`config.mk`:
```
export PLATFORM = sky130hd
export DESIGN_NAME = infix_to_postfix_token_converter_top
export DESIGN_NICKNAME = d
export VERILOG_FILES = /design/src/itp_pkg.sv /design/src/itp_dp.sv /design/src/itp_ctrl.sv /design/src/infix_to_postfix_token_converter_top.sv
export VERILOG_INCLUDE_DIRS = /design/src /design/src/src
export SDC_FILE = /design/constraint.sdc
export NUM_CORES = 1
export LEC_CHECK = 0
export BUFFER_PORTS_ARGS = -buffer_cell sky130_fd_sc_hd__clkbuf_2
export CORE_ASPECT_RATIO = 0.6
export CORE_MARGIN = 2
export CORE_UTILIZATION = 40
export CTS_CLUSTER_DIAMETER = 120
export DETAILED_ROUTE_END_ITERATION = 7
export PLACE_DENSITY = 0.58
export SLEW_MARGIN = 20
export SYNTH_ARGS = -nofsm -noshare
export SYNTH_HDL_FRONTEND = slang
export SYNTH_SLANG_ARGS = --single-unit
export TNS_END_PERCENT = 20
```
`constraint.sdc`:
```
create_clock -name clock -period 9.5 [get_ports clock]
set_input_delay 0 -clock clock [delete_from_list [all_inputs] [get_ports clock]]
set_output_delay 0 -clock clock [all_outputs]
set_load 0.05 [all_outputs]
```
`src/assert_macros.svh`:
```
// Assertion macros used by the converter datapath.
`ifndef ASSERT_MACROS_SVH
`define ASSERT_MACROS_SVH

`ifndef SYNTH

// Checks that a property holds at every rising clock edge outside reset.
`define ASSERT_PROP(label, clk, rst, prop) \
   label: assert property (@(posedge clk) disable iff (rst) prop) \
      else $error("assertion failed");

// Checks that a condition never holds at a rising clock edge outside reset.
`define ASSERT_NEVER(label, clk, rst, cond) \
   label: assert property (@(posedge clk) disable iff (rst) !(cond)) \
      else $error("forbidden condition seen");

`else

`define ASSERT_PROP(label, clk, rst, prop)
`define ASSERT_NEVER(label, clk, rst, cond)

`endif

`endif

```
`src/itp_pkg.sv`:
```
// Types, codes and helper functions of the infix-to-postfix token converter.
`timescale 1ns / 1ps

package itp_pkg;

   localparam int STACK_DEPTH = 32;
   localparam int PTR_W       = $clog2(STACK_DEPTH);
   localparam int CNT_W       = $clog2(STACK_DEPTH + 1);

   localparam int KIND_W  = 3;
   localparam int CODE_W  = 3;
   localparam int VALUE_W = 32;
   localparam int TYPE_W  = 2;
   localparam int ENTRY_W = TYPE_W + CODE_W;
   localparam int DATA_W  = 40;

   // Input token kinds.
   localparam logic [KIND_W-1:0] KIND_NUMBER   = 3'd0;
   localparam logic [KIND_W-1:0] KIND_OPERATOR = 3'd1;
   localparam logic [KIND_W-1:0] KIND_FUNCTION = 3'd2;
   localparam logic [KIND_W-1:0] KIND_OPEN     = 3'd3;
   localparam logic [KIND_W-1:0] KIND_CLOSE    = 3'd4;
   localparam logic [KIND_W-1:0] KIND_END      = 3'd5;

   // Result kinds.
   localparam logic [KIND_W-1:0] OUT_NUMBER   = 3'd0;
   localparam logic [KIND_W-1:0] OUT_OPERATOR = 3'd1;
   localparam logic [KIND_W-1:0] OUT_FUNCTION = 3'd2;
   localparam logic [KIND_W-1:0] OUT_PAREN    = 3'd3;
   localparam logic [KIND_W-1:0] OUT_END      = 3'd4;

   // Operator codes.
   localparam logic [CODE_W-1:0] OP_PLUS   = 3'd0;
   localparam logic [CODE_W-1:0] OP_MINUS  = 3'd1;
   localparam logic [CODE_W-1:0] OP_TIMES  = 3'd2;
   localparam logic [CODE_W-1:0] OP_DIVIDE = 3'd3;
   localparam logic [CODE_W-1:0] OP_MODULO = 3'd4;
   localparam logic [CODE_W-1:0] OP_POWER  = 3'd5;

   localparam logic [CODE_W-1:0] FUNC_LAST = 3'd6;

   // Stack entry types.
   localparam logic [TYPE_W-1:0] TYPE_OP    = 2'd1;
   localparam logic [TYPE_W-1:0] TYPE_FUNC  = 2'd2;
   localparam logic [TYPE_W-1:0] TYPE_PAREN = 2'd3;

   typedef struct packed {
      logic [KIND_W-1:0]  kind;
      logic [CODE_W-1:0]  op;
      logic [CODE_W-1:0]  func;
      logic [VALUE_W-1:0] value;
      logic               error;
   } result_type;

   // Commands from the controller to the datapath.
   typedef struct packed {
      logic load_token;
      logic emit_number;
      logic emit_top;
      logic emit_end;
      logic pop_only;
      logic push;
      logic set_error;
      logic finish;
   } cmd_type;

   // Status from the datapath to the controller.
   typedef struct packed {
      logic [KIND_W-1:0] tok_kind;
      logic              op_bad;
      logic              func_bad;
      logic              empty;
      logic [TYPE_W-1:0] top_type;
      logic              op_pops;
      logic              can_emit;
   } stat_type;

   function automatic logic [1:0] op_prec(input logic [CODE_W-1:0] code);
      logic [1:0] prec;
      case (code) inside
         OP_PLUS, OP_MINUS:             prec = 2'd1;
         OP_TIMES, OP_DIVIDE, OP_MODULO: prec = 2'd2;
         default:                       prec = 2'd3;
      endcase
      return prec;
   endfunction

endpackage

```
`src/itp_dp.sv`:
```
// Datapath: token register, operator stack, error latch and result registers.
`timescale 1ns / 1ps
`include "assert_macros.svh"

module itp_dp (
   input  logic                      clock,
   input  logic                      reset,
   input  logic [itp_pkg::KIND_W-1:0]  tok_kind,
   input  logic [itp_pkg::CODE_W-1:0]  tok_op,
   input  logic [itp_pkg::CODE_W-1:0]  tok_func,
   input  logic [itp_pkg::VALUE_W-1:0] tok_value,
   input  itp_pkg::cmd_type           cmd,
   output itp_pkg::stat_type          stat,
   output logic                      rsp_valid,
   input  logic                      rsp_ready,
   output itp_pkg::result_type        rsp_result,
   output logic                      rsp_last
);
   import itp_pkg::*;

   logic [KIND_W-1:0]  kind_ff;
   logic [CODE_W-1:0]  op_ff;
   logic [CODE_W-1:0]  func_ff;
   logic [VALUE_W-1:0] value_ff;

   logic [ENTRY_W-1:0] stack_ff [STACK_DEPTH];
   logic [CNT_W-1:0]   cnt_ff, cnt_in;
   logic               err_ff, err_in;

   result_type hold_ff, hold_in;
   logic       hold_valid_ff, hold_valid_in;
   result_type out_ff, out_in;
   logic       out_last_ff, out_last_in;
   logic       out_valid_ff, out_valid_in;

   logic [PTR_W-1:0]   top_idx;
   logic [ENTRY_W-1:0] top_entry;
   logic [ENTRY_W-1:0] push_entry;
   logic               full;
   logic               stack_we;
   logic               any_emit;
   logic               out_free;
   result_type         new_res;

   assign top_idx   = PTR_W'(cnt_ff - CNT_W'(1));
   assign top_entry = stack_ff[top_idx];
   assign full      = (cnt_ff == CNT_W'(STACK_DEPTH));
   assign out_free  = !out_valid_ff || rsp_ready;
   assign any_emit  = cmd.emit_number || cmd.emit_top || cmd.emit_end;

   // Status for the controller.
   always_comb begin
      stat.tok_kind = kind_ff;
      stat.op_bad   = (op_ff > OP_POWER);
      stat.func_bad = (func_ff > FUNC_LAST);
      stat.empty    = (cnt_ff == '0);
      stat.top_type = top_entry[ENTRY_W-1:CODE_W];
      stat.op_pops  = (op_prec(top_entry[CODE_W-1:0]) > op_prec(op_ff)) ||
                      ((op_prec(top_entry[CODE_W-1:0]) == op_prec(op_ff)) &&
                       (op_ff != OP_POWER));
      stat.can_emit = out_free || !hold_valid_ff;
   end

   always_comb begin
      case (kind_ff)
         KIND_OPERATOR: push_entry = {TYPE_OP, op_ff};
         KIND_FUNCTION: push_entry = {TYPE_FUNC, func_ff};
         default:       push_entry = {TYPE_PAREN, CODE_W'(0)};
      endcase
   end

   always_comb begin
      new_res = '0;
      if (cmd.emit_number) begin
         new_res.kind  = OUT_NUMBER;
         new_res.value = value_ff;
      end else if (cmd.emit_end) begin
         new_res.kind  = OUT_END;
         new_res.error = err_ff;
      end else begin
         case (top_entry[ENTRY_W-1:CODE_W])
            TYPE_OP: begin
               new_res.kind = OUT_OPERATOR;
               new_res.op   = top_entry[CODE_W-1:0];
            end
            TYPE_FUNC: begin
               new_res.kind = OUT_FUNCTION;
               new_res.func = top_entry[CODE_W-1:0];
            end
            default: new_res.kind = OUT_PAREN;
         endcase
      end
   end

   // One result waits in the hold register until it is known whether it is
   // the last one of its token; the one before it moves to the output.
   always_comb begin
      cnt_in        = cnt_ff;
      err_in        = err_ff;
      stack_we      = 1'b0;
      hold_in       = hold_ff;
      hold_valid_in = hold_valid_ff;
      out_in        = out_ff;
      out_last_in   = out_last_ff;
      out_valid_in  = out_valid_ff && !rsp_ready;

      if (cmd.emit_top || cmd.pop_only) begin
         cnt_in = cnt_ff - CNT_W'(1);
      end
      if (cmd.push) begin
         if (full) begin
            err_in = 1'b1;
         end else begin
            stack_we = 1'b1;
            cnt_in   = cnt_ff + CNT_W'(1);
         end
      end
      if (cmd.set_error) begin
         err_in = 1'b1;
      end
      if (cmd.emit_end) begin
         err_in = 1'b0;
      end

      if (any_emit) begin
         hold_in       = new_res;
         hold_valid_in = 1'b1;
         if (hold_valid_ff) begin
            out_in       = hold_ff;
            out_last_in  = 1'b0;
            out_valid_in = 1'b1;
         end
      end
      if (cmd.finish && hold_valid_ff) begin
         out_in        = hold_ff;
         out_last_in   = 1'b1;
         out_valid_in  = 1'b1;
         hold_valid_in = 1'b0;
      end
   end

   always_ff @(posedge clock) begin
      if (reset) begin
         cnt_ff        <= '0;
         err_ff        <= 1'b0;
         hold_valid_ff <= 1'b0;
         out_valid_ff  <= 1'b0;
      end else begin
         cnt_ff        <= cnt_in;
         err_ff        <= err_in;
         hold_valid_ff <= hold_valid_in;
         out_valid_ff  <= out_valid_in;
      end
   end

   always_ff @(posedge clock) begin
      hold_ff     <= hold_in;
      out_ff      <= out_in;
      out_last_ff <= out_last_in;
      if (cmd.load_token) begin
         kind_ff  <= tok_kind;
         op_ff    <= tok_op;
         func_ff  <= tok_func;
         value_ff <= tok_value;
      end
      if (stack_we) begin
         stack_ff[cnt_ff[PTR_W-1:0]] <= push_entry;
      end
   end

   assign rsp_valid  = out_valid_ff;
   assign rsp_result = out_ff;
   assign rsp_last   = out_last_ff;

   `ASSERT_NEVER(a_count_in_range, clock, reset, cnt_ff > CNT_W'(STACK_DEPTH))
   `ASSERT_NEVER(a_emit_needs_room, clock, reset, any_emit && !stat.can_emit)
   `ASSERT_PROP(a_end_clears_error, clock, reset, cmd.emit_end |=> !err_ff)
   `ASSERT_PROP(a_overflow_sets_error, clock, reset, (cmd.push && full) |=> err_ff)

endmodule

```
`src/itp_ctrl.sv`:
```
// Controller: sequences the stack pops, pushes and result emission per token.
`timescale 1ns / 1ps

module itp_ctrl (
   input  logic              clock,
   input  logic              reset,
   input  logic              req_valid,
   output logic              req_ready,
   input  itp_pkg::stat_type stat,
   output itp_pkg::cmd_type  cmd
);
   import itp_pkg::*;

   typedef enum logic [3:0] {
      ST_IDLE     = 4'b0001,
      ST_WORK     = 4'b0010,
      ST_CLOSE_FN = 4'b0100,
      ST_FINISH   = 4'b1000
   } state_type;

   state_type state_ff, state_in;

   always_comb begin
      cmd       = '0;
      state_in  = state_ff;
      req_ready = 1'b0;

      unique case (state_ff)
         ST_IDLE: begin
            req_ready = 1'b1;
            if (req_valid) begin
               cmd.load_token = 1'b1;
               state_in       = ST_WORK;
            end
         end

         ST_WORK: begin
            unique case (stat.tok_kind)
               KIND_NUMBER: begin
                  if (stat.can_emit) begin
                     cmd.emit_number = 1'b1;
                     state_in        = ST_FINISH;
                  end
               end
               KIND_OPERATOR: begin
                  if (stat.op_bad) begin
                     cmd.set_error = 1'b1;
                     state_in      = ST_FINISH;
                  end else if (!stat.empty && stat.top_type == TYPE_OP && stat.op_pops) begin
                     cmd.emit_top = stat.can_emit;
                  end else begin
                     cmd.push = 1'b1;
                     state_in = ST_FINISH;
                  end
               end
               KIND_FUNCTION: begin
                  cmd.set_error = stat.func_bad;
                  cmd.push      = !stat.func_bad;
                  state_in      = ST_FINISH;
               end
               KIND_OPEN: begin
                  cmd.push = 1'b1;
                  state_in = ST_FINISH;
               end
               KIND_CLOSE: begin
                  if (!stat.empty && stat.top_type != TYPE_PAREN) begin
                     cmd.emit_top = stat.can_emit;
                  end else if (!stat.empty) begin
                     // Drop the matching open parenthesis.
                     cmd.pop_only = 1'b1;
                     state_in     = ST_CLOSE_FN;
                  end else begin
                     state_in = ST_FINISH;
                  end
               end
               KIND_END: begin
                  if (stat.can_emit) begin
                     if (!stat.empty) begin
                        cmd.emit_top = 1'b1;
                     end else begin
                        cmd.emit_end = 1'b1;
                        state_in     = ST_FINISH;
                     end
                  end
               end
               default: begin
                  cmd.set_error = 1'b1;
                  state_in      = ST_FINISH;
               end
            endcase
         end

         ST_CLOSE_FN: begin
            if (!stat.empty && stat.top_type == TYPE_FUNC) begin
               if (stat.can_emit) begin
                  cmd.emit_top = 1'b1;
                  state_in     = ST_FINISH;
               end
            end else begin
               state_in = ST_FINISH;
            end
         end

         ST_FINISH: begin
            // The held result leaves as the token's last; a new token may
            // be taken in the same cycle.
            if (stat.can_emit) begin
               cmd.finish = 1'b1;
               req_ready  = 1'b1;
               if (req_valid) begin
                  cmd.load_token = 1'b1;
                  state_in       = ST_WORK;
               end else begin
                  state_in = ST_IDLE;
               end
            end
         end

         default: state_in = ST_IDLE;
      endcase
   end

   always_ff @(posedge clock) begin
      if (reset) begin
         state_ff <= ST_IDLE;
      end else begin
         state_ff <= state_in;
      end
   end

endmodule

```
`src/infix_to_postfix_token_converter_top.sv`:
```
// Top level of the shunting-yard infix-to-postfix token converter.
`timescale 1ns / 1ps

// Takes classified infix tokens on the req_ stream and returns postfix tokens on
// the rsp_ stream, with rsp_tlast on the final result of each input token (push-only
// and rejected tokens give no result). One token is worked at a time: a number is
// emitted; a function or open parenthesis is pushed; a rejected token sets the
// error flag; an operator pops the stacked operators that take precedence, then is
// pushed; a close parenthesis pops the entries above the open parenthesis, drops it
// and lets a function under it leave; the end token flushes the stack, then emits
// the end marker. The controller pops at most one entry of the 32-entry operator
// stack per cycle, and a pop that emits waits for room in the single output
// register, so a stalled rsp_tready holds the work. No clearing pass is needed
// after reset. An unknown kind, operator or function code or a push onto a full
// stack sets an error flag that the end marker carries and then clears.
module infix_to_postfix_token_converter_top (
   input  logic                        clock,
   input  logic                        reset,
   input  logic                        req_tvalid,
   output logic                        req_tready,
   // op_code[2:0], func_code[5:3], number_value[37:6], zero[39:38]
   input  logic [itp_pkg::DATA_W-1:0]  req_tdata,
   // kind[2:0]
   input  logic [itp_pkg::KIND_W-1:0]  req_tuser,
   output logic                        rsp_tvalid,
   input  logic                        rsp_tready,
   // out_op[2:0], out_func[5:3], out_value[37:6], error[38], zero[39]
   output logic [itp_pkg::DATA_W-1:0]  rsp_tdata,
   // out_kind[2:0]
   output logic [itp_pkg::KIND_W-1:0]  rsp_tuser,
   output logic                        rsp_tlast
);
   import itp_pkg::*;

   cmd_type    cmd;
   stat_type   stat;
   result_type result;

   itp_ctrl u_ctrl (
      .clock     (clock),
      .reset     (reset),
      .req_valid (req_tvalid),
      .req_ready (req_tready),
      .stat      (stat),
      .cmd       (cmd)
   );

   itp_dp u_dp (
      .clock      (clock),
      .reset      (reset),
      .tok_kind   (req_tuser),
      .tok_op     (req_tdata[2:0]),
      .tok_func   (req_tdata[5:3]),
      .tok_value  (req_tdata[37:6]),
      .cmd        (cmd),
      .stat       (stat),
      .rsp_valid  (rsp_tvalid),
      .rsp_ready  (rsp_tready),
      .rsp_result (result),
      .rsp_last   (rsp_tlast)
   );

   assign rsp_tdata = {1'b0, result.error, result.value, result.func, result.op};
   assign rsp_tuser = result.kind;

endmodule
```
==> results of run 1 <==
[metal layers]
layer  wire [um]  track usage
met1       12200        0.254
met2       10600        0.224
met3        1680       0.0376
met4         403       0.0291
met5           0            0
[flip-flops by register name, summed over array words and instances, names as in the netlist, 3 cells and up]
register / cells
u_ctrl.state_ff: 4
u_dp.value_ff: 32
u_dp.op_ff: 3
u_dp.func_ff: 3
u_dp.kind_ff: 3
u_dp.hold_ff: 42
u_dp.rsp_result: 42
u_dp.stack_ff: 160
u_dp.cnt_ff: 6
[report_power, final]
group	switching [W]	internal, W
Clock	0.000472	0.000634
Sequential	0.0000151	0.00149
Combinational	0.000223	0.000150
Total	0.000711	0.00227
[placed cells by master (no fill, tap or decap), types with 3 or more instances in the layout]
cell	n
a211o_1	3
a21oi_1	9
a22o_2	3
a31oi_1	4
and2_1	34
and3_1	8
buf_4	5
bufinv_16	4
clkbuf_16	27
clkbuf_2	89
clkinv_2	5
clkinv_4	3
clkinvlp_4	5
dfxtp_1	13
dlygate4sd3_1	46
edfxtp_1	285
ha_1	6
inv_1	15
mux2_2	3
mux2i_1	41
mux4_2	38
nand2_1	20
nand2b_1	7
nand3_1	4
nand3b_1	3
nand4_1	3
nor2_1	49
nor2b_1	3
nor3_1	13
nor3b_1	3
o21ai_0	6
or2_2	3
or3_1	3
[per-stage QoR]
| step | instance area, sq um | instances |
|---|---|---|
| after floorplan | 11800 | 651 |
| after global placement | 12700 | 1121 |
| after detailed placement | 12700 | 1121 |
| after CTS | 14000 | 1215 |
| after global routing | 14100 | 1215 |
| final | 14100 | 1215 |
[cells in the mapped netlist, types with 4 or more instances]
cell	instances	area [sq um]
mux4_2	38	856
dfxtp_1	14	280
edfxtp_1	285	8560
and3_1	8	50.1
inv_1	15	56.3
nor2_1	50	188
nand2_1	20	75.1
ha_1	7	87.6
nand3_1	4	20.0
and2_1	34	213
a22o_1	4	35.0
buf_6	4	45.0
o21ai_0	6	30.0
nand2b_1	7	43.8
a31oi_1	4	25.0
clkbuf_1	13	48.8
nor3_1	13	65.1
a21oi_1	9	45.0
mux2i_1	41	410
[cell type report]
type,count,area [sq um],share of cell area
flip-flops and latches,299,8840,0.629
multi-input cells,311,2790,0.198
repair buffers,141,963,0.0686
clock buffers,29,683,0.0486
well taps,400,500,0.0356
clock inverters,19,221,0.0158
inverters,16,60.1,0.00427
[path summary, 6_finish.rpt]
path / from / end / cells past startpoint
max: u_dp.cnt_ff[1] / u_dp.rsp_valid / 18
min: req_tdata[27] / u_dp.value_ff[21] / 2
min reg2reg: u_dp.hold_ff[20] / u_dp.rsp_result[20] / 0
max reg2reg: u_dp.cnt_ff[1] / u_dp.rsp_valid / 18
[logic make-up (layout without fill, tap and decap cells)]
| logic type | Yosys count | after routing | share of synthesized area |
|---|---|---|---|
| fa+ha+maj | 7 | 7 | 0.00742 |
| xor+xnor | 6 | 6 | 0.00827 |
| simple gates | 165 | 165 | 0.0734 |
| other cells | 1 | 1 | 0.000318 |
| buf+inv | 41 | 205 | 0.0178 |
| flops | 299 | 299 | 0.749 |
| mux | 84 | 84 | 0.113 |
| compound gates | 48 | 48 | 0.0308 |
==> impl_metrics.prom, run 1 <==
# TYPE chip_impl_metric gauge
chip_impl_info{name="run_status",value="completed"} 1
chip_impl_metric{name="detailed_routing_iteration_count_for_the_pre_antenna_repair_pass",unit=""} 5
chip_impl_info{name="ys.flop_type",value="edfxtp_1"} 1
chip_impl_metric{name="post_cts_resized",unit=""} 0
chip_impl_metric{name="pin_count_of_the_biggest_net_entering_global_routing",unit=""} 46
chip_impl_metric{name="antenna_cells_inserted",unit=""} 0
chip_impl_metric{name="finalSetupViolCount",unit=""} 0
chip_impl_metric{name="final_standard_cell_utilization_of_the_core",unit=""} 0.486
chip_impl_metric{name="vdd_drop_max",unit="uV"} 115
chip_impl_metric{name="rrSetupSlack",unit="ps"} 2960
chip_impl_metric{name="std_cell_rows",unit=""} 48
chip_impl_metric{name="finalSetupTns",unit="ps"} 0
chip_impl_metric{name="number_of_flops_mapped_to_enable_cells_by_yosys",unit=""} 285
chip_impl_info{name="critPathTopFamily",value="buffers and inverters"} 1
chip_impl_info{name="clockRootBuffer",value="clkbuf_16"} 1
chip_impl_metric{name="final.setup_skew",unit="ps"} 12.1
chip_impl_metric{name="min_period_over_period",unit=""} 0.688
chip_impl_info{name="path_cells",value="inv_1 -> ha_2 -> buf_12 -> mux4_2 -> mux4_2 -> mux2i_1 -> nand2b_1 -> nand2_1 -> ha_1 -> and4b_1 -> a211o_1 -> o21a_1 -> a211o_1 -> o211ai_1 -> buf_4 -> o21ai_0 -> a21oi_1 -> dlygate4sd3_1"} 1
chip_impl_metric{name="clk_path_buf_depth",unit=""} 3
chip_impl_metric{name="cts_hold_buf",unit=""} 46
chip_impl_metric{name="worst-path-buf-inv",unit=""} 4
chip_impl_metric{name="core_area",unit="sq mm"} 0.0289
chip_impl_metric{name="route.antenna.remaining_nets",unit=""} 0
chip_impl_metric{name="maxSlewViolCount",unit=""} 0
chip_impl_info{name="critical_path_top_delay_cell",value="ha_2"} 1
chip_impl_metric{name="layout_cells_sized_above_1",unit=""} 0.250
chip_impl_metric{name="fp.dieArea",unit="sq mm"} 0.0310
chip_impl_metric{name="htree_levels",unit=""} 1
chip_impl_metric{name="chipWidth",unit="um"} 226
chip_impl_info{name="cts_tree",value="yes"} 1
chip_impl_metric{name="tritoncts.num_buffers",unit=""} 27
chip_impl_metric{name="initial_core_util",unit=""} 0.409
chip_impl_info{name="hold_path.class",value="input pin to flip-flop"} 1
chip_impl_metric{name="max_freq",unit="MHz"} 153
chip_impl_info{name="endpoint_kind",value="flip-flop"} 1
chip_impl_metric{name="detail_route.drc_violations",unit=""} 0
chip_impl_metric{name="preCtsSetupSlack",unit="ps"} 3090
chip_impl_metric{name="yosysWarnings",unit=""} 0
chip_impl_metric{name="postSynthNetCount",unit=""} 705
chip_impl_metric{name="drt_wirelength",unit="mm"} 24.9
chip_impl_metric{name="number_of_buffers_inserted_by_post_cts_setup_repair",unit=""} 0
chip_impl_metric{name="maxSlewHeadroom",unit=""} 0.262
chip_impl_metric{name="clkLatencyLatePin",unit="ps"} 540
chip_impl_metric{name="worst_pin_slew",unit="ps"} 1110
chip_impl_metric{name="antenna_found_initial",unit=""} 1
chip_impl_metric{name="grt_usage",unit=""} 0.160
chip_impl_metric{name="clock-sinks",unit=""} 299
chip_impl_metric{name="ys_seq_area_frac",unit=""} 0.749
chip_impl_metric{name="routabilityCongestion",unit=""} 0.845
chip_impl_metric{name="flops_latches_synth",unit=""} 299
chip_impl_metric{name="max_cap_violations",unit=""} 0
chip_impl_metric{name="buffer_ports.inserted",unit=""} 89
chip_impl_metric{name="netlist_instances",unit=""} 651
chip_impl_metric{name="filler_cell_count",unit=""} 2351
chip_impl_metric{name="arrival",unit="ps"} 7020
chip_impl_metric{name="timing.critical_path.slowest_cell_delay",unit="ps"} 850
chip_impl_metric{name="nNetsFinal",unit=""} 850
chip_impl_metric{name="cellLeakagePower",unit="nW"} 4.71
chip_impl_metric{name="yosysUniqueCellTypes",unit=""} 64
chip_impl_metric{name="wire_length_of_the_first_global_routing_pass",unit="mm"} 36.6
chip_impl_metric{name="cts.clk_slew.worst_paths",unit="ps"} 70
chip_impl_metric{name="syn_to_final_growth",unit="%"} 19.0
chip_impl_metric{name="dp_hpwl",unit="mm"} 16.7
chip_impl_metric{name="timing_hold_violations_final",unit=""} 0
chip_impl_info{name="cp-start-kind",value="flip-flop"} 1
chip_impl_metric{name="first_global_vias",unit=""} 6092
chip_impl_metric{name="io_pins",unit=""} 93
chip_impl_metric{name="async_reset_ff_frac",unit=""} 0
chip_impl_metric{name="grt_overflow_total",unit=""} 0
chip_impl_metric{name="die_h",unit="um"} 137
chip_impl_metric{name="synth_area_per_cell",unit="sq um"} 18.1
chip_impl_info{name="grt_setup_unrepaired",value="false"} 1
chip_impl_metric{name="synth.cell_area",unit="sq mm"} 0.0118
chip_impl_metric{name="power_density",unit="mW/mm^2"} 212
chip_impl_metric{name="layout_min_cycle_time",unit="ps"} 6540
chip_impl_metric{name="worst_slack",unit="ps"} 2960
chip_impl_metric{name="critPathMaxFanout",unit=""} 45
chip_impl_metric{name="power.total",unit="W"} 0.00298
chip_impl_metric{name="route.vias.total",unit=""} 6308
chip_impl_metric{name="drt-wirelength-per-cell",unit="um"} 20.5
chip_impl_info{name="critical_path_class",value="flip-flop to flip-flop"} 1
chip_impl_metric{name="worst_ep_required_time",unit="ps"} 9980
chip_impl_metric{name="hold_slack",unit="ps"} 178
chip_impl_metric{name="avgViaCountPerCell",unit=""} 5.19
chip_impl_metric{name="initialDrtViolationCount",unit=""} 583
Note: power is estimated with default switching activity, not from simulation.
==> inputs of run 2 (changes only) <==
Settings changed: ABC_AREA from default to 1.
Clock period 9.5 ns to 6.6 ns, I/O delays scaled along.
==> run 2 against run 1 <==
Sequential share of layout area decreased by 0.77 points. Clock power rose by 41%. Clock skew barely moved. Global-route usage is 1.2 points higher. Utilization fell by 0.99 points. Final cell count is 27% higher. Via count increased by 22%. Worst hold slack worse by 130 ps. Die area rose by 2.2%.
==> impl_metrics.prom, run 2 <==
# TYPE chip_impl_metric gauge
chip_impl_metric{name="avgViaCountPerCell",unit=""} 5.00
chip_impl_metric{name="yosysUniqueCellTypes",unit=""} 40
chip_impl_metric{name="number_of_flops_mapped_to_enable_cells_by_yosys",unit=""} 285
chip_impl_metric{name="route.antenna.remaining_nets",unit=""} 0
chip_impl_metric{name="filler_cell_count",unit=""} 2667
chip_impl_metric{name="clock-sinks",unit=""} 299
chip_impl_metric{name="grt_overflow_total",unit=""} 0
chip_impl_metric{name="drt_wirelength",unit="mm"} 27.2
chip_impl_metric{name="detailed_routing_iteration_count_for_the_pre_antenna_repair_pass",unit=""} 6
chip_impl_metric{name="synth.cell_area",unit="sq mm"} 0.0121
chip_impl_info{name="synth_commonest_cells",value="edfxtp_1, nor2_1, nand2_1, inv_1, nand3_1"} 1
chip_impl_info{name="grt_setup_unrepaired",value="false"} 1
chip_impl_info{name="clockRootBuffer",value="clkbuf_16"} 1
chip_impl_metric{name="syn_to_final_growth",unit="%"} 17.8
chip_impl_metric{name="clk_path_buf_depth",unit=""} 3
chip_impl_info{name="ys.flop_type",value="edfxtp_1"} 1
chip_impl_metric{name="initialDrtViolationCount",unit=""} 885
chip_impl_metric{name="flops_latches_synth",unit=""} 299
chip_impl_metric{name="timing_hold_violations_final",unit=""} 0
chip_impl_metric{name="post_synthesis_compound_gate_area_fraction",unit=""} 0.0597
chip_impl_info{name="synthMostInstantiatedCell",value="edfxtp_1"} 1
chip_impl_metric{name="synthMuxAreaShare",unit=""} 0
chip_impl_info{name="synth_top_area_cell",value="edfxtp_1"} 1
chip_impl_metric{name="post_cts_resized",unit=""} 0
chip_impl_metric{name="detail_route.drc_violations",unit=""} 0
chip_impl_info{name="critical_path_class",value="flip-flop to flip-flop"} 1
chip_impl_metric{name="routabilityCongestion",unit=""} 0.858
chip_impl_metric{name="cts.clk_slew.worst_paths",unit="ps"} 70
chip_impl_info{name="run_status",value="completed"} 1
chip_impl_metric{name="postSynthNetCount",unit=""} 1032
chip_impl_metric{name="post_synth_adder_cell_area",unit=""} 0.00725
chip_impl_metric{name="nNetsFinal",unit=""} 1169
chip_impl_metric{name="clkLatencyLatePin",unit="ps"} 540
chip_impl_info{name="combinational_family_with_the_most_area_after_synthesis",value="simple AND/OR/NAND/NOR gates"} 1
chip_impl_metric{name="instances_no_fill",unit=""} 1544
chip_impl_metric{name="core_area",unit="sq mm"} 0.0299
chip_impl_metric{name="die_h",unit="um"} 139
chip_impl_metric{name="antenna_cells_inserted",unit=""} 0
chip_impl_info{name="hold_path.class",value="input pin to flip-flop"} 1
chip_impl_metric{name="final.setup_skew",unit="ps"} 11.8
chip_impl_metric{name="min_period_over_period",unit=""} 0.837
chip_impl_metric{name="tritoncts.num_buffers",unit=""} 27
chip_impl_metric{name="place_inst",unit=""} 1450
chip_impl_info{name="cts_tree",value="yes"} 1
chip_impl_metric{name="pin_count_of_the_biggest_net_entering_global_routing",unit=""} 86
chip_impl_metric{name="basic_gate_share_of_the_synthesized_area_counting_and_or_nand_and_nor_cells",unit=""} 0.145
chip_impl_metric{name="max_freq",unit="MHz"} 181
chip_impl_info{name="endpoint_kind",value="flip-flop"} 1
chip_impl_metric{name="worst_ep_required_time",unit="ps"} 6770
chip_impl_metric{name="arrival",unit="ps"} 5700
chip_impl_metric{name="vdd_drop_max",unit="uV"} 206
chip_impl_metric{name="synth_top_area_frac",unit=""} 0.709
chip_impl_metric{name="power_density",unit="mW/mm^2"} 305
chip_impl_info{name="cp-start-kind",value="flip-flop"} 1
chip_impl_metric{name="max_cap_violations",unit=""} 0
chip_impl_metric{name="dp_hpwl",unit="mm"} 17.5
chip_impl_metric{name="wire_length_of_the_first_global_routing_pass",unit="mm"} 42.6
chip_impl_metric{name="io_pins",unit=""} 93
chip_impl_metric{name="synth_area_per_cell",unit="sq um"} 12.3
chip_impl_metric{name="finalSetupViolCount",unit=""} 0
chip_impl_metric{name="initial_core_util",unit=""} 0.405
chip_impl_metric{name="std_cell_rows",unit=""} 49
chip_impl_metric{name="netlist_instances",unit=""} 978
chip_impl_metric{name="yosysWarnings",unit=""} 0
chip_impl_metric{name="largest_register_ffs",unit=""} 160
chip_impl_info{name="final_cell_mix",value="edfxtp_1, nor2_1, nand2_1"} 1
chip_impl_metric{name="maxSlewViolCount",unit=""} 0
chip_impl_metric{name="drt-wirelength-per-cell",unit="um"} 17.6
chip_impl_info{name="final_common_cell",value="edfxtp_1"} 1
chip_impl_metric{name="ys_seq_area_frac",unit=""} 0.732
chip_impl_info{name="synth_top_cells_by_area",value="edfxtp_1, nor2_1, nand2_1"} 1
chip_impl_metric{name="finalSetupTns",unit="ps"} 0
chip_impl_metric{name="layout_cells_sized_above_1",unit=""} 0.158
chip_impl_metric{name="cellLeakagePower",unit="nW"} 5.42
chip_impl_metric{name="antenna_found_initial",unit=""} 0
chip_impl_metric{name="route.vias.total",unit=""} 7721
chip_impl_metric{name="htree_levels",unit=""} 1
chip_impl_metric{name="fp.dieArea",unit="sq mm"} 0.0316
chip_impl_metric{name="post_synth_xor_area_fraction",unit=""} 0.00300
chip_impl_metric{name="final_standard_cell_utilization_of_the_core",unit=""} 0.477
chip_impl_metric{name="layout_min_cycle_time",unit="ps"} 5520
chip_impl_metric{name="grt_usage",unit=""} 0.172
chip_impl_metric{name="async_reset_ff_frac",unit=""} 0
chip_impl_metric{name="maxSlewHeadroom",unit=""} 0.401
chip_impl_metric{name="chipWidth",unit="um"} 228
chip_impl_metric{name="buffer_ports.inserted",unit=""} 89
chip_impl_metric{name="worst_pin_slew",unit="ps"} 898
chip_impl_metric{name="first_global_vias",unit=""} 7288
chip_impl_metric{name="critPathMaxFanout",unit=""} 30
[run 2: changes by cell type in the layout (fill, tap and decap cells not counted), sizes merged, moves of 42 or more]
cell   previous run  this run
o21ai             6        68
nor2             50       151
inv              17       104
mux2i            42         0
nand2            20       155
nand3             4        79
[run 2: report_power, final]
| part | leakage, nW | internal (W) | switching, W |
|---|---|---|---|
| clock | 0.427 | 0.000895 | 0.000667 |
| combinational | 2.22 | 0.000161 | 0.000424 |
| sequential | 2.77 | 0.00217 | 0.0000242 |
| total | 5.42 | 0.00322 | 0.00112 |
[run 2: layout make-up]
cell class | instances | area (sq um) | area share
clock buffer | 44 | 790 | 0.0555
clock inverter | 6 | 83.8 | 0.00589
inverter | 104 | 390 | 0.0274
multi-input combinational | 536 | 2620 | 0.184
sequential | 299 | 8840 | 0.621
tap | 408 | 510 | 0.0359
timing repair buffer | 147 | 991 | 0.0696
[run 2: path summary, 6_finish.rpt]
check / startpoint / to / slack (ps) / depth (start not counted)
max: u_dp.cnt_ff[1] / u_dp.stack_ff[6][0] / 1080 / 23
min: rsp_tready / u_ctrl.state_ff[3] / 50 / 6
max reg2reg: u_dp.cnt_ff[1] / u_dp.stack_ff[6][0] / 1080 / 23
min reg2reg: u_dp.hold_ff[40] / u_dp.rsp_result[40] / 420 / 0
[run 2: routing by layer]
layer | global-route usage | part of all wire
met1 | 0.281 | 0.52
met2 | 0.238 | 0.40
met3 | 0.0368 | 0.067
met4 | 0.0272 | 0.012
met5 | 0 | 0
[run 2: kinds of logic (layout without fill, tap and decap cells)]
family | after synthesis | in the layout
flops | 299 | 299
xor+xnor | 2 | 2
buf+inv | 143 | 301
fa+ha+maj | 7 | 7
simple gates | 405 | 405
compound gates | 121 | 121
other cells | 1 | 1
[run 2: what timing repair did]
action	CTS	global route
setup buffers	0	0
hold buffers	44	0
hold endpoints to repair	52	0
[run 2: worst max-delay path, stage by stage (launching register included)]
cell and delay, ps:
dfxtp_1 480, inv_1 160, ha_1 240, nand2_1 90
nand2_2 230, inv_2 540, o221ai_1 230, o211ai_1 140
o21ai_0 180, o21ai_1 320, nand2_1 200, nand2_1 160
inv_1 70, ha_1 270, nand2_1 60, o21ai_0 170
a21oi_1 110, nand3_2 100, nand2_1 60, nand2_2 80
nand3_2 210, inv_2 200, nand2_1 320, nor2_1 530
[run 2: per-stage QoR]
| step | area, sq um | hold slack, ps | total power (W) | worst slack (ps) |
|---|---|---|---|---|
| 2_1_floorplan | 12100 | 69.1 | 0.00261 | 1630 |
| 3_3_place_gp | 12900 | 177 | 0.00278 | 1280 |
| 3_5_place_dp | 12900 | 179 | 0.00279 | 1140 |
| 4_1_cts | 14200 | 18.9 | 0.00436 | 1120 |
| 5_1_grt | 14200 | 126 | 0.00452 | 495 |
| 6_report | 14200 | 51.9 | 0.00434 | 1080 |
==> inputs of run 3 (changes only) <==
Settings changed: PLACE_DENSITY 0.58 to 0.6.
Clock period 6.6 ns to 4.57 ns, I/O delays scaled along.
==> run 3 against run 2 <==
Design area grew 4.3%. Worst setup slack got worse by 700 ps. Flip-flop and latch count unchanged. Worst hold slack improved by 110 ps. Via count grew 3.4%. Largest power group unchanged. Non-clock buffer count is 64 higher.
==> impl_metrics.prom, run 3 (synthesis results as in run 2) <==
# TYPE chip_impl_metric gauge
chip_impl_info{name="run_status",value="completed"} 1
chip_impl_metric{name="route.antenna.remaining_nets",unit=""} 0
chip_impl_metric{name="drt_wirelength",unit="mm"} 27.9
chip_impl_metric{name="finalSetupTns",unit="ps"} 0
chip_impl_metric{name="route.vias.total",unit=""} 7982
chip_impl_metric{name="finalInstanceArea",unit="sq mm"} 0.0148
chip_impl_metric{name="routabilityCongestion",unit=""} 0.889
chip_impl_metric{name="vdd_drop_max",unit="uV"} 294
chip_impl_metric{name="std_cell_rows",unit=""} 49
chip_impl_metric{name="final_standard_cell_utilization_of_the_core",unit=""} 0.497
chip_impl_metric{name="maxSlewHeadroom",unit=""} 0.422
chip_impl_metric{name="number_of_buffers_inserted_by_post_cts_setup_repair",unit=""} 0
chip_impl_info{name="hold_path.class",value="input pin to flip-flop"} 1
chip_impl_metric{name="max_freq",unit="MHz"} 238
chip_impl_metric{name="worst_ep_required_time",unit="ps"} 4840
chip_impl_metric{name="avgViaCountPerCell",unit=""} 4.96
chip_impl_metric{name="drt-wirelength-per-cell",unit="um"} 17.3
chip_impl_metric{name="final.setup_skew",unit="ps"} 11.3
chip_impl_metric{name="buffer_ports.inserted",unit=""} 89
chip_impl_metric{name="clk_path_buf_depth",unit=""} 3
chip_impl_info{name="endpoint_kind",value="flip-flop"} 1
chip_impl_metric{name="dp_hpwl",unit="mm"} 18.5
chip_impl_metric{name="clkLatencyLatePin",unit="ps"} 550
chip_impl_metric{name="grt_overflow_total",unit=""} 0
chip_impl_info{name="final_cell_mix",value="edfxtp_1, nor2_1, nand2_1"} 1
chip_impl_metric{name="initial_core_util",unit=""} 0.405
chip_impl_info{name="critical_path_class",value="flip-flop to flip-flop"} 1
chip_impl_metric{name="layout_cells_sized_above_1",unit=""} 0.215
chip_impl_metric{name="die_h",unit="um"} 139
chip_impl_info{name="timing.critical_path.from",value="u_dp.cnt_ff[1]"} 1
chip_impl_metric{name="antenna_found_initial",unit=""} 0
chip_impl_metric{name="power_density",unit="mW/mm^2"} 428
chip_impl_metric{name="cellLeakagePower",unit="nW"} 5.76
chip_impl_info{name="cts_tree",value="yes"} 1
chip_impl_metric{name="cts.clk_slew.worst_paths",unit="ps"} 70
chip_impl_metric{name="antenna_cells_inserted",unit=""} 0
chip_impl_metric{name="detailed_routing_iteration_count_for_the_pre_antenna_repair_pass",unit=""} 5
chip_impl_metric{name="htree_levels",unit=""} 1
chip_impl_metric{name="wire_length_of_the_first_global_routing_pass",unit="mm"} 44.4
chip_impl_metric{name="max_cap_violations",unit=""} 0
chip_impl_metric{name="tritoncts.num_buffers",unit=""} 27
chip_impl_metric{name="first_global_vias",unit=""} 7749
chip_impl_metric{name="critPathMaxFanout",unit=""} 16
chip_impl_info{name="clockRootBuffer",value="clkbuf_16"} 1
chip_impl_metric{name="fp.dieArea",unit="sq mm"} 0.0316
chip_impl_metric{name="chipWidth",unit="um"} 228
chip_impl_metric{name="largest_register_ffs",unit=""} 160
chip_impl_metric{name="detail_route.drc_violations",unit=""} 0
chip_impl_metric{name="pin_count_of_the_biggest_net_entering_global_routing",unit=""} 86
chip_impl_metric{name="maxSlewViolCount",unit=""} 0
chip_impl_info{name="grt_setup_unrepaired",value="false"} 1
chip_impl_metric{name="initialDrtViolationCount",unit=""} 936
chip_impl_info{name="holdCritStartpoint",value="req_tdata[17]"} 1
chip_impl_info{name="final_common_cell",value="edfxtp_1"} 1
chip_impl_metric{name="nNetsFinal",unit=""} 1233
chip_impl_metric{name="worst_pin_slew",unit="ps"} 864
chip_impl_metric{name="place_area",unit="sq mm"} 0.0135
chip_impl_metric{name="grt_usage",unit=""} 0.179
chip_impl_metric{name="io_pins",unit=""} 93
chip_impl_metric{name="syn_to_final_growth",unit="%"} 22.9
chip_impl_metric{name="hold_slack",unit="ps"} 163
chip_impl_metric{name="core_area",unit="sq mm"} 0.0299
chip_impl_metric{name="finalSetupViolCount",unit=""} 0
chip_impl_metric{name="arrival",unit="ps"} 4460
chip_impl_info{name="cp-start-kind",value="flip-flop"} 1
chip_impl_metric{name="min_period_over_period",unit=""} 0.919
chip_impl_metric{name="timing_hold_violations_final",unit=""} 0
chip_impl_info{name="worst_r2r_startpoint",value="u_dp.cnt_ff[1]"} 1
chip_impl_metric{name="clock-sinks",unit=""} 299
chip_impl_metric{name="layout_min_cycle_time",unit="ps"} 4200
==> run 3: path summary, 6_finish.rpt <==
| check | to | slack [ps] | cells after the start |
|---|---|---|---|
| min | u_dp.value_ff[11] | 160 | 2 |
| max | u_dp.stack_ff[3][1] | 370 | 26 |
| max reg2reg | u_dp.stack_ff[3][1] | 370 | 26 |
| min reg2reg | u_dp.rsp_result[41] | 420 | 0 |
==> run 3: timing repair <==
item,CTS,global route
hold buffers,44,0
setup endpoints to repair,0,235
endpoints found under the hold margin,48,0
resized for setup,0,19
==> run 3: power by group <==
group	internal, W	total, W	leakage [nW]	switching (W)
sequential	0.00313	0.00316	2.77	0.0000305
combinational	0.000317	0.000975	2.57	0.000658
clock	0.00121	0.00222	0.417	0.00101
total	0.00466	0.00635	5.76	0.00170
==> run 3: area by class of cell <==
| type | instances | area [sq um] |
|---|---|---|
| Fill cell | 2622 | 15000 |
| Sequential cell | 299 | 8840 |
| Multi-Input combinational cell | 536 | 2670 |
| Timing Repair Buffer | 211 | 1570 |
| Clock buffer | 29 | 683 |
| Tap cell | 408 | 510 |
| Inverter | 104 | 399 |
| Clock inverter | 21 | 179 |
==> run 3: worst max-delay path, cell delays in order (launching register included) <==
cell and delay (ps):
dfxtp_1 330, inv_1 100, ha_4 330, buf_6 170
o21ai_0 100, o22ai_1 280, o21ai_0 160, o21ai_1 260
o21ai_1 150, nand2_1 80, nand2_1 110, nand2_1 100
inv_1 40, ha_1 270, nand2_1 70, o21ai_0 150
a21oi_1 90, nand3_2 90, nand2_1 60, nand2_2 70
nand3_2 80, inv_2 140, buf_4 130, nand2_1 60
buf_4 170, nor2_1 140, buf_4 160
==> run 3: through the flow <==
stage          std cells  setup slack (ps)  power (W)
5_1_grt             1608              2.00    0.00662
2_1_floorplan        978              4.19    0.00377
3_3_place_gp        1513               266    0.00411
4_1_cts             1607               156    0.00637
6_report            1608               372    0.00635
3_5_place_dp        1513               222    0.00413
==> run 3: per-layer routing <==
layer | GRT usage | up-vias | share of wire
li1 | - | 3822 | -
met1 | 0.291 | 3809 | 0.49
met2 | 0.246 | 318 | 0.41
met3 | 0.0403 | 33 | 0.090
met4 | 0.0292 | 0 | 0.011
met5 | 0 | - | 0
